--- src/dmi_ram.sv ---
// Generic simple dual port RAM with registered read.
`timescale 1ns / 1ps
`default_nettype none
module dmi_ram #(
  parameter int WIDTH = 8,
  parameter int DEPTH = 16
) (
  input  wire logic                     clk,
  input  wire logic                     we,
  input  wire logic [$clog2(DEPTH)-1:0] waddr,
  input  wire logic [WIDTH-1:0]         wdata,
  input  wire logic [$clog2(DEPTH)-1:0] raddr,
  output logic      [WIDTH-1:0]         rdata
);

  logic [WIDTH-1:0] mem [DEPTH];

  always_ff @(posedge clk) begin
    if (we) begin
      mem[waddr] <= wdata;
    end
    rdata <= mem[raddr];
  end

endmodule
`default_nettype wire

--- config.mk ---
export PLATFORM = sky130hd
export DESIGN_NAME = dmi_ram
export DESIGN_NICKNAME = d
export VERILOG_FILES = /design/src/dmi_ram.sv
export SDC_FILE = /design/constraint.sdc
export NUM_CORES = 1
export LEC_CHECK = 0
export BUFFER_PORTS_ARGS = -buffer_cell sky130_fd_sc_hd__clkbuf_2
export CORE_MARGIN = 5
export CORE_UTILIZATION = 50
export DETAILED_ROUTE_END_ITERATION = 10
export PLACE_DENSITY = 0.72
export RECOVER_POWER = 50
export SLEW_MARGIN = 20
export SYNTH_ARGS = -nofsm -noshare
export SYNTH_HDL_FRONTEND = slang
export SYNTH_SLANG_ARGS = --single-unit
--- constraint.sdc ---
create_clock -name clk -period 3.1 [get_ports clk]
set_input_delay 0.155 -clock clk [delete_from_list [all_inputs] [get_ports clk]]
set_output_delay 0.155 -clock clk [all_outputs]
set_load 0.03 [all_outputs]
# [Word-level counts from Yosys, hierarchy flattened]
# Memory sizes are Yosys's and may differ from the RTL's. A register that Yosys moved wholly into a read port is not among the register bits.
# Cells that the tools add are included.
# W data, S select, Z words.
[totals] in_bits=18 wordCells=3 output_inout_bits=8 mem_count=1 regBits=0 ram_bits=128
[classes] muxes=2
[mem_list] memory="mem" words=16 word_bits=8 rd=1 rd_ports_with_merged_regs=1 write_ports=1 line="16" rtl="logic [WIDTH-1:0] mem [DEPTH];"
[op_table] operator="$mux W1" count=2

# [Depth between registers and ports, before layout]
# Gate-level depths: netlist of run 1.
[depth] word_depth=2 depth_mapped=5

# [Least setup slack after synthesis of run 1]
# Ideal clock, no wire load.
[synth_timing] path_type="input -> register" startpoint="input port waddr[2]" endpoint="memory mem[0][0] (enable)" cell_stages=2 arrival_time_ns=1.265 setup_time_ns=0.383 setup_slack_ns=1.452 required_time_ns=2.717 cell_sequence="or3b_2 -> nor3_1"
[synth_rtl] item="start: declaration" line="10" rtl="input wire logic [$clog2(DEPTH)-1:0] waddr,"
[synth_rtl] item="end: declaration" line="16"
# Straight into the memory's write port.

==> flow_summary.toml, run 1 <==
[die]
core_region_area_um2 = 10180
die_height_um = 111.5
top_level_ports = 26
effective_utilization_at_floorplan = 0.5054
die-width_um = 111.5
std_cell_rows = 37
die_outline_area_um2 = 12420

[min_path]
hold_path.class = "in2reg"

[critical_path]
ff2ff_setup_slack_ps = 1650
worst-path-buf-inv = 2
cp_cell_sequence = "clkbuf_2, buf_4, mux4_1, a22oi_1, nand2_1"
crit_start = "raddr[0]"
rr_startpoint = "mem[1][0]"
cp.depth = 5
cp_top_family = "buffers and inverters"
timing.critical_path.from_type = "input pin"
critical_path.endpoint = "rdata[1]"
critical_path_required_ps = 3500
worst-endpoint-arrival_ps = 1940
critical_path.max_stage_delay_ps = 560
cp_slowest_cell = "sky130_fd_sc_hd__clkbuf_2"
critPathKind = "in2reg"
r2r.worst_path.cells = 3
critPathCaptureType = "register"
critical_path.max_fanout = 21
r2r_end = "rdata[0]"

[sta]
final_max_slew_viol_count = 0
max_freq_mhz = 648.1
rsz0062_at_grt = "no"
sum_of_negative_setup_slack_ps = 0
timing_worst_slew_pin_value_ps = 953.7
hold_viol = 0
final-setup-viol-count = 0
fin_crit_sh = 0.4977
slew_headroom = 0.3619
worst_clock_skew_ps = 8.723
period_minus_slack_ps = 1543

[detailed_routing]
postRouteWirelength_mm = 9.878
ant_nets = 0
drt_first_iter_violations = 261
remaining_drc_errors = 0
post_drt_via_cell_ratio = 5.817
route.detailed.wl_per_inst_um = 23.52
route.vias.total = 2443
drt_pre_antenna_iters = 5

[cts]
cts_hold_repair.buffers = 0
cts_buffers = 17
worstSkewPairLatency_ps = 520
clockRootBuffer = "sky130_fd_sc_hd__clkbuf_8"
max-clock-path-buffers = 2
post-cts-setup-buffer-count = 0
clkTransAtPathRegs_ps = 60
cts_tree = "built"
cts_sinks = 136
h_tree_depth = 4
cts_resized = 0

[synthesis]
syn-num-nets = 247
synth_fa_ha_area_frac = 0
synth_top_family_by_area = "multiplexers"
netlist-cell-type-count = 19
synth_area_per_cell_um2 = 22.48
synthCells = 229
yosys.area.top_type = "sky130_fd_sc_hd__edfxtp_1"
yosys-mux-area-fraction = 0.1502
yosysWarningCount = 0
synth-compound-area-share = 0.02333
synth_seq_cells = 136
synth.yosys.seq_area_share = 0.7778
post_synth_instance_area_um2 = 5147
xor_and_xnor_area_share_after_synthesis = 0
ys_top_cells_by_area = "sky130_fd_sc_hd__edfxtp_1 75%, sky130_fd_sc_hd__mux4_2 7.9%, sky130_fd_sc_hd__mux4_1 7.1%"
synth_top_cell_area_share = 0.7467
synth_simple_gate_area_share = 0.03184

[power_and_ir_drop]
power.leakage_uw = 0.001964
power_density_nw_per_um2 = 687.4
power.ir.vdd_worst_v = 0.0003142
sw_frac_of_total = 0.2176
power_switching_uw = 888.9
power.share.combinational = 0.049
p_int_uw = 3195
totalPowerFinal_uw = 4084
pwr-share-seq = 0.506
clkPwrFrac = 0.444

[finish]
fraction_of_final_layout_cells_sized_beyond_drive_strength_1 = 0.2473
utilization = 0.5834
areaGrowthSynthToFinish_pct = 15.44
final_net_count = 288
fin_area_um2 = 5942
final.fill_count = 742

[global_routing]
grt_pass1_wl_mm = 15.13
pin_count_of_the_biggest_net_entering_global_routing = 33
first_global_vias = 2555
grtUsageTotal = 0.1699
grt_remaining_overflow = 0
initial_antenna_violation_count = 1

[placement]
gp_congestion = 0.7369
dpl.hpwl_mm = 5.829
placedInstanceArea_um2 = 5409
number_of_port_buffers = 25

[flow_run]
maxCapViolations = 0

[run_status]
outcome = "complete, no violations"
metrics by stage:
step                      worst slack, ps  hold WS, ps  std cells
after floorplan                      1452        253.9        229
after global placement               1002        558.3        387
after detailed placement             1010        579.4        387
after CTS                            1554        35.59        419
after global routing                 1458        166.8        420
final                                1557        158.9        420
power by group through the flow:
stage	registers (uW)	logic [uW]	clock network (uW)
after global routing	2070	216	1930
after floorplan	2130	104	0
after CTS	2070	204	1840
after detailed placement	2110	202	0
final	2070	200	1820
after global placement	2100	198	0
logic make-up after synthesis:
logic type,Yosys count
multiplexers,32
flip-flops,136
AO/OA/AOI/OAI,16
buffers and inverters,10
AND/OR/NAND/NOR,35
metal layers:
layer	wire, um	global-route usage	vias up
li1	-	-	1062
met1	4073	0.2229	1241
met2	4915	0.2614	122
met3	700	0.05924	18
met4	187	0.07137	0
met5	0	0	-
cells in the final DEF (no fill, tap or decap):
cell type / instances
sky130_fd_sc_hd__nand3b_1: 2
sky130_fd_sc_hd__nand2b_1: 2
sky130_fd_sc_hd__and2_1: 1
sky130_fd_sc_hd__a22oi_1: 16
sky130_fd_sc_hd__buf_4: 6
sky130_fd_sc_hd__and2b_1: 1
sky130_fd_sc_hd__mux4_2: 18
sky130_fd_sc_hd__nor2b_1: 1
sky130_fd_sc_hd__nor3_1: 4
sky130_fd_sc_hd__clkbuf_8: 1
sky130_fd_sc_hd__clkinvlp_4: 2
sky130_fd_sc_hd__inv_6: 1
sky130_fd_sc_hd__clkbuf_2: 16
sky130_fd_sc_hd__clkinv_2: 1
sky130_fd_sc_hd__nand3_1: 1
sky130_fd_sc_hd__bufinv_16: 1
sky130_fd_sc_hd__clkinv_1: 2
sky130_fd_sc_hd__dfxtp_1: 8
sky130_fd_sc_hd__mux4_1: 14
sky130_fd_sc_hd__nand2_1: 9
sky130_fd_sc_hd__clkbuf_16: 16
sky130_fd_sc_hd__clkbuf_1: 11
sky130_fd_sc_hd__edfxtp_1: 128
sky130_fd_sc_hd__nor2_1: 13
sky130_fd_sc_hd__diode_2: 1
sky130_fd_sc_hd__clkinv_4: 7
sky130_fd_sc_hd__or3b_2: 1
cells in the mapped netlist:
master                            instances
sky130_fd_sc_hd__edfxtp_1               128
sky130_fd_sc_hd__mux4_2                  18
sky130_fd_sc_hd__a22oi_1                 16
sky130_fd_sc_hd__mux4_1                  14
sky130_fd_sc_hd__nor2_1                  13
sky130_fd_sc_hd__nand2_1                  9
sky130_fd_sc_hd__dfxtp_1                  8
sky130_fd_sc_hd__nor3_1                   4
sky130_fd_sc_hd__buf_2                    3
sky130_fd_sc_hd__buf_6                    3
sky130_fd_sc_hd__clkdlybuf4s25_2          3
sky130_fd_sc_hd__nand2b_1                 2
sky130_fd_sc_hd__nand3b_1                 2
sky130_fd_sc_hd__and2_1                   1
sky130_fd_sc_hd__and2b_1                  1
sky130_fd_sc_hd__buf_4                    1
sky130_fd_sc_hd__nand3_1                  1
sky130_fd_sc_hd__nor2b_1                  1
sky130_fd_sc_hd__or3b_2                   1
cell type report:
cell class	instances	area, um2	share of cell area
flip-flops and latches	136	4004	0.6738
multi-input cells	83	1057	0.1779
clock buffers	18	417.9	0.07033
well taps	136	170.2	0.02864
repair buffers	32	162.7	0.02737
clock inverters	14	127.6	0.02148
diodes	1	2.502	0.0004211
worst min-delay path by stage:
| stage | start | to | slack [ps] | cells past startpoint |
|---|---|---|---|---|
| 2_1_floorplan | wdata[0] | mem[0][0] | 250 | 0 |
| 3_3_place_gp | wdata[5] | mem[6][5] | 560 | 1 |
| 6_report | wdata[3] | mem[10][3] | 160 | 1 |
| 4_1_cts | wdata[3] | mem[10][3] | 40 | 1 |
| 5_1_grt | wdata[1] | mem[9][1] | 170 | 1 |
| 3_5_place_dp | wdata[3] | mem[2][3] | 580 | 1 |
flip-flops by register name (all words and copies together), names as in the netlist:
| signal | flops |
|---|---|
| rdata | 8 |
| mem | 128 |
worst reg2reg max path: stages (launching register included):
cell and delay, ps:
sky130_fd_sc_hd__edfxtp_1 390, sky130_fd_sc_hd__mux4_1 520, sky130_fd_sc_hd__a22oi_1 310, sky130_fd_sc_hd__nand2_1 110
Note: power is estimated with default switching activity, not from simulation.
==> run 2, diff against run 1 <==
Settings changed: ABC_AREA from default to 1, PLACE_DENSITY 0.72 to 0.75.
Clock period 3.1 ns to 1.4 ns, I/O delays scaled along.
==> flow_summary.toml, run 2 <==
[critical_path]
worst-path-buf-inv = 1
rr_startpoint = "mem[1][7]"
r2r.worst_path.cells = 6
cp_cell_sequence = "clkbuf_2"
critPathKind = "reg2out"
critical_path.max_fanout = 1
timing.critical_path.from_type = "register"
worst-endpoint-arrival_ps = 1000
r2r_end = "rdata[7]"
cp_slowest_cell = "sky130_fd_sc_hd__dfxtp_1"
ff2ff_setup_slack_ps = 370
critical_path.max_stage_delay_ps = 360
critical_path_required_ps = 1330
critPathCaptureType = "output pin"
cp_top_family = "flip-flops"

[min_path]
hold_start = "raddr[3]"
min_path_cells = 3
hold_path.class = "in2reg"
hold_path_end = "rdata[7]"

[synthesis]
synth_top_cell_area_share = 0.6665
syn-num-nets = 569
synthArstFlopShare = 0
synth_area_per_cell_um2 = 10.47
synthTopCellsByCount = "173 x sky130_fd_sc_hd__nand2_1, 128 x sky130_fd_sc_hd__edfxtp_1, 100 x sky130_fd_sc_hd__inv_1, 97 x sky130_fd_sc_hd__nand3_1, 17 x sky130_fd_sc_hd__nor2_1"
yosysWarningCount = 0
yosys.area.top_type = "sky130_fd_sc_hd__edfxtp_1"
post_synth_instance_area_um2 = 5767
synth.yosys.seq_area_share = 0.6943
dominant_cell_by_count_in_the_synthesized_netlist = "sky130_fd_sc_hd__nand2_1"
synth_seq_cells = 136
ys_top_cells_by_area = "sky130_fd_sc_hd__edfxtp_1 67%, sky130_fd_sc_hd__nand2_1 11%, sky130_fd_sc_hd__nand3_1 8.4%"
netlist-cell-type-count = 12
synthCells = 551
synth_enable_flop_cells = 128
synth_ff_type = "sky130_fd_sc_hd__edfxtp_1"

[cts]
post-cts-setup-buffer-count = 0
cts_sinks = 136
cts_buffers = 17
h_tree_depth = 4
cts_resized = 0
clkTransAtPathRegs_ps = 60
cts_hold_repair.buffers = 0
worstSkewPairLatency_ps = 410
cts_tree = "built"
max-clock-path-buffers = 2
clockRootBuffer = "sky130_fd_sc_hd__clkbuf_16"

[detailed_routing]
route.detailed.wl_per_inst_um = 16.97
postRouteWirelength_mm = 12.68
drt_pre_antenna_iters = 6
drt_first_iter_violations = 404
ant_nets = 0
route.vias.total = 3921
post_drt_via_cell_ratio = 5.249
remaining_drc_errors = 0

[global_routing]
first_global_vias = 3938
pin_count_of_the_biggest_net_entering_global_routing = 65
initial_antenna_violation_count = 0
grt_remaining_overflow = 0
grt_pass1_wl_mm = 20.17
grtUsageTotal = 0.1901

[placement]
dpl.hpwl_mm = 7.651
number_of_port_buffers = 25
detailedPlace.worstSlack_ps = 162.0
gp_congestion = 0.8407

[die]
std_cell_rows = 39
effective_utilization_at_floorplan = 0.5072
top_level_ports = 26
core_region_area_um2 = 11370
die_outline_area_um2 = 13780
die-width_um = 117.4
die_height_um = 117.4

[sta]
slew_headroom = 0.3715
rsz0062_at_grt = "no"
timing.final.ws_setup_ps = 332.8
worst_clock_skew_ps = 5.076
period_minus_slack_ps = 1067
sum_of_negative_setup_slack_ps = 0
timing_worst_slew_pin_value_ps = 942.8
max_freq_mhz = 937.0
final_max_slew_viol_count = 0
hold_viol = 0
fin_crit_sh = 0.7623
final-setup-viol-count = 0

[power_and_ir_drop]
power.ir.vdd_worst_v = 0.0007945
totalPowerFinal_uw = 9522
power.leakage_uw = 0.002886
power_density_nw_per_um2 = 1431

[finish]
final_net_count = 609
largest_reg_flops = 128
final.fill_count = 907
insertedDiodeCount = 0
leading_cell_types_in_the_layout_fill_and_taps_excluded = "173 x sky130_fd_sc_hd__nand2_1, 128 x sky130_fd_sc_hd__edfxtp_1, 100 x sky130_fd_sc_hd__inv_1"
fraction_of_final_layout_cells_sized_beyond_drive_strength_1 = 0.1142
biggestRegsByFlops = "mem: 128 flops, rdata: 8 flops"
largest_register = "mem"
utilization = 0.5852
areaGrowthSynthToFinish_pct = 15.38
layout.cells.most_common = "sky130_fd_sc_hd__nand2_1"

[flow_run]
maxCapViolations = 0

[run_status]
outcome = "complete, no violations"
## run 2: report_power, final
part	total (uW)	internal, uW	switching, uW
clock	4340	2680	1670
combinational	596	159	437
sequential	4580	4550	28.0
## run 2: cell families after synthesis
kind of cell	Yosys count	share of synthesized area
flops	136	0.6943
simple gates	289	0.2105
buf+inv	126	0.09525
## run 2: final cells by class
class | count | area [um2] | share of cell area
clock buffer | 18 | 439.2 | 0.06600
clock inverter | 14 | 150.1 | 0.02256
sequential | 136 | 4004 | 0.6017
tap | 143 | 178.9 | 0.02689
multi-input combinational | 289 | 1214 | 0.1824
inverter | 102 | 382.9 | 0.05754
timing repair buffer | 45 | 285.3 | 0.04287
## run 2: how the worst max path moves through the flow
| stage | start | end | slack [ps] | cells past startpoint |
|---|---|---|---|---|
| floorplan | waddr[2] | mem[10][0] | 380 | 2 |
| global placement | raddr[1] | rdata[6] | 190 | 6 |
| detailed placement | raddr[1] | rdata[4] | 160 | 6 |
| CTS | rdata[2] | rdata[2] | 310 | 1 |
| global route | mem[1][5] | rdata[5] | 260 | 6 |
| finish | rdata[2] | rdata[2] | 330 | 1 |
## run 2: through the flow
stage | std cells | hold slack (ps) | instance area (um2)
6_report | 747 | 80.66 | 6654
5_1_grt | 747 | 82.55 | 6654
4_1_cts | 747 | 65.61 | 6669
3_5_place_dp | 715 | 496.5 | 6080
3_3_place_gp | 715 | 491.1 | 6080
2_1_floorplan | 551 | 168.9 | 5767
## run 2: per-layer routing
| metal | GRT usage | wire length, um |
|---|---|---|
| met5 | 0 | 0 |
| met2 | 0.3158 | 6373 |
| met1 | 0.2312 | 4819 |
| met4 | 0.1044 | 505 |
| met3 | 0.03946 | 977 |
==> run 3, diff against run 2 <==
Settings changed: ABC_AREA 1 to 0, PLACE_DENSITY 0.75 to 0.72.
Clock period 1.4 ns to 1.1 ns, I/O delays scaled along.
==> flow_summary.toml, run 3 (synthesis gave the netlist of run 1 again) <==
[run_status]
outcome = "finished, violations left"
violations_in_the_final_reports = "setup timing"

[sta]
fin_worst_hold_slack_ps = 114.9
rsz0062_at_grt = "yes"
sum_of_negative_setup_slack_ps = -1365
fin_crit_sh = 1.229
hold_viol = 0
final-setup-viol-count = 8
timing_worst_slew_pin_value_ps = 902.1
max_freq_mhz = 739.4
slew_headroom = 0.3964
final_max_slew_viol_count = 0
timing.final.ws_setup_ps = -252.4
period_minus_slack_ps = 1352
worst_clock_skew_ps = 7.821

[placement]
dpl.hpwl_mm = 6.584
placed_cells_incl_taps = 418
gp_congestion = 0.7653
placedInstanceArea_um2 = 5703
number_of_port_buffers = 25

[finish]
multiInputGateArea_um2 = 1061
fin_area_um2 = 6397
insertedDiodeCount = 0
biggestRegsByFlops = "mem: 128 flops, rdata: 8 flops"
fraction_of_final_layout_cells_sized_beyond_drive_strength_1 = 0.3750
final.fill_count = 725
layout.cells.most_common = "sky130_fd_sc_hd__edfxtp_1"
areaGrowthSynthToFinish_pct = 24.28
layout.area.seq_um2 = 4014
instances_no_fill = 456
final_net_count = 325
leading_cell_types_in_the_layout_fill_and_taps_excluded = "128 x sky130_fd_sc_hd__edfxtp_1, 32 x sky130_fd_sc_hd__mux4_2, 23 x sky130_fd_sc_hd__buf_4"
largest_register = "mem"
largest_reg_flops = 128

[global_routing]
gr-max-usage-layer = "met2"
pin_count_of_the_biggest_net_entering_global_routing = 25
use_met2 = 0.2678
grtUsageTotal = 0.1720
grt_use_met3 = 0.04946
grt_pass1_wl_mm = 15.52
first_global_vias = 2627
initial_antenna_violation_count = 0
groute.layer.met1.usage = 0.2442
grt_remaining_overflow = 0

[power_and_ir_drop]
power.ir.vdd_worst_v = 0.001142
totalPowerFinal_uw = 12450
power_density_nw_per_um2 = 1946
power.leakage_uw = 0.002137

[die]
die_outline_area_um2 = 12420
top_level_ports = 26
std_cell_rows = 37
core_region_area_um2 = 10180
die-width_um = 111.5
effective_utilization_at_floorplan = 0.5054
die_height_um = 111.5

[detailed_routing]
route.vias.total = 2505
drt_first_iter_violations = 234
post_drt_via_cell_ratio = 5.493
drt_pre_antenna_iters = 5
postRouteWirelength_mm = 10.10
route.detailed.wl_per_inst_um = 22.14
remaining_drc_errors = 0
ant_nets = 0

[critical_path]
rr_startpoint = "mem[11][4]"
critical_path_required_ps = 1470
r2r.worst_path.cells = 3
timing.critical_path.from_type = "register"
worst-endpoint-arrival_ps = 1720
critPathKind = "reg2reg"
critical_path.max_fanout = 1
crit_start = "mem[11][4]"
critPathCaptureType = "register"

[flow_run]
maxCapViolations = 0

[cts]
cts_sinks = 136
clockRootBuffer = "sky130_fd_sc_hd__clkbuf_8"
cts_tree = "built"
worstSkewPairLatency_ps = 500
cts_buffers = 17
max-clock-path-buffers = 2
h_tree_depth = 4
clkTransAtPathRegs_ps = 60

[min_path]
hold_path.class = "in2reg"
min_path_cells = 1
hold_start = "wdata[4]"
[run 3: cell types whose count changed in the layout (fill, tap and decap cells not counted), moves of 4 or more]
cell and delta:
sky130_fd_sc_hd__mux4_2 +32, sky130_fd_sc_hd__a22oi_1 +10, sky130_fd_sc_hd__a22oi_2 +6, sky130_fd_sc_hd__nand3_1 -96
sky130_fd_sc_hd__buf_4 +6, sky130_fd_sc_hd__nand2_1 -164, sky130_fd_sc_hd__clkbuf_2 -5, sky130_fd_sc_hd__inv_1 -100
sky130_fd_sc_hd__dlygate4sd3_1 +6, sky130_fd_sc_hd__clkbuf_1 +9, sky130_fd_sc_hd__nor2_1 -4, sky130_fd_sc_hd__dfxtp_1 -4
[run 3: area by class of cell]
cell class | instances | share of cell area
timing repair buffer | 69 | 0.08253
sequential | 136 | 0.6274
multi-input combinational | 83 | 0.1659
tap | 136 | 0.02660
clock buffer | 19 | 0.06591
clock inverter | 13 | 0.03168
[run 3: path summary, 6_finish.rpt]
check                                 end  slack [ps]
worst max-delay path             rdata[4]        -250
worst min-delay path            mem[1][4]         110
worst max register to register   rdata[4]        -250
worst min register to register   rdata[6]         680
[run 3: what timing repair did]
action / 4_1_cts / 5_1_grt
resized for setup: 21 / 11
setup endpoints to repair: 12 / 15
hold buffers: 6 / 0
hold endpoints to repair: 82 / 0
buffers inserted: 0 / 0
[run 3: through the flow]
step	setup WS [ps]	util
global route	-276.5	0.6281
floorplan	-69.58	-
finish	-252.4	0.6281
detailed placement	-368.6	0.5600
CTS	-231.0	0.6330
global placement	-363.8	0.5600
[run 3: report_power, final]
part	leakage (uW)	internal [uW]	switching [uW]	total [uW]
registers	0.00122	5800	50.1	5850
clock network	0.000293	3890	1980	5870
logic	0.000619	327	399	726
total	0.00214	10000	2420	12400
[run 3: worst max-delay path: stages (launching register included)]
cell and delay [ps]:
sky130_fd_sc_hd__edfxtp_1 370, sky130_fd_sc_hd__mux4_2 490, sky130_fd_sc_hd__a22oi_2 240, sky130_fd_sc_hd__nand2_1 130
[run 3: layer usage]
layer | routed length, um | vias up
met3 | 560 | 4
met5 | 0 | -
met4 | 54 | 0
li1 | - | 1117
met1 | 4394 | 1297
met2 | 5087 | 87
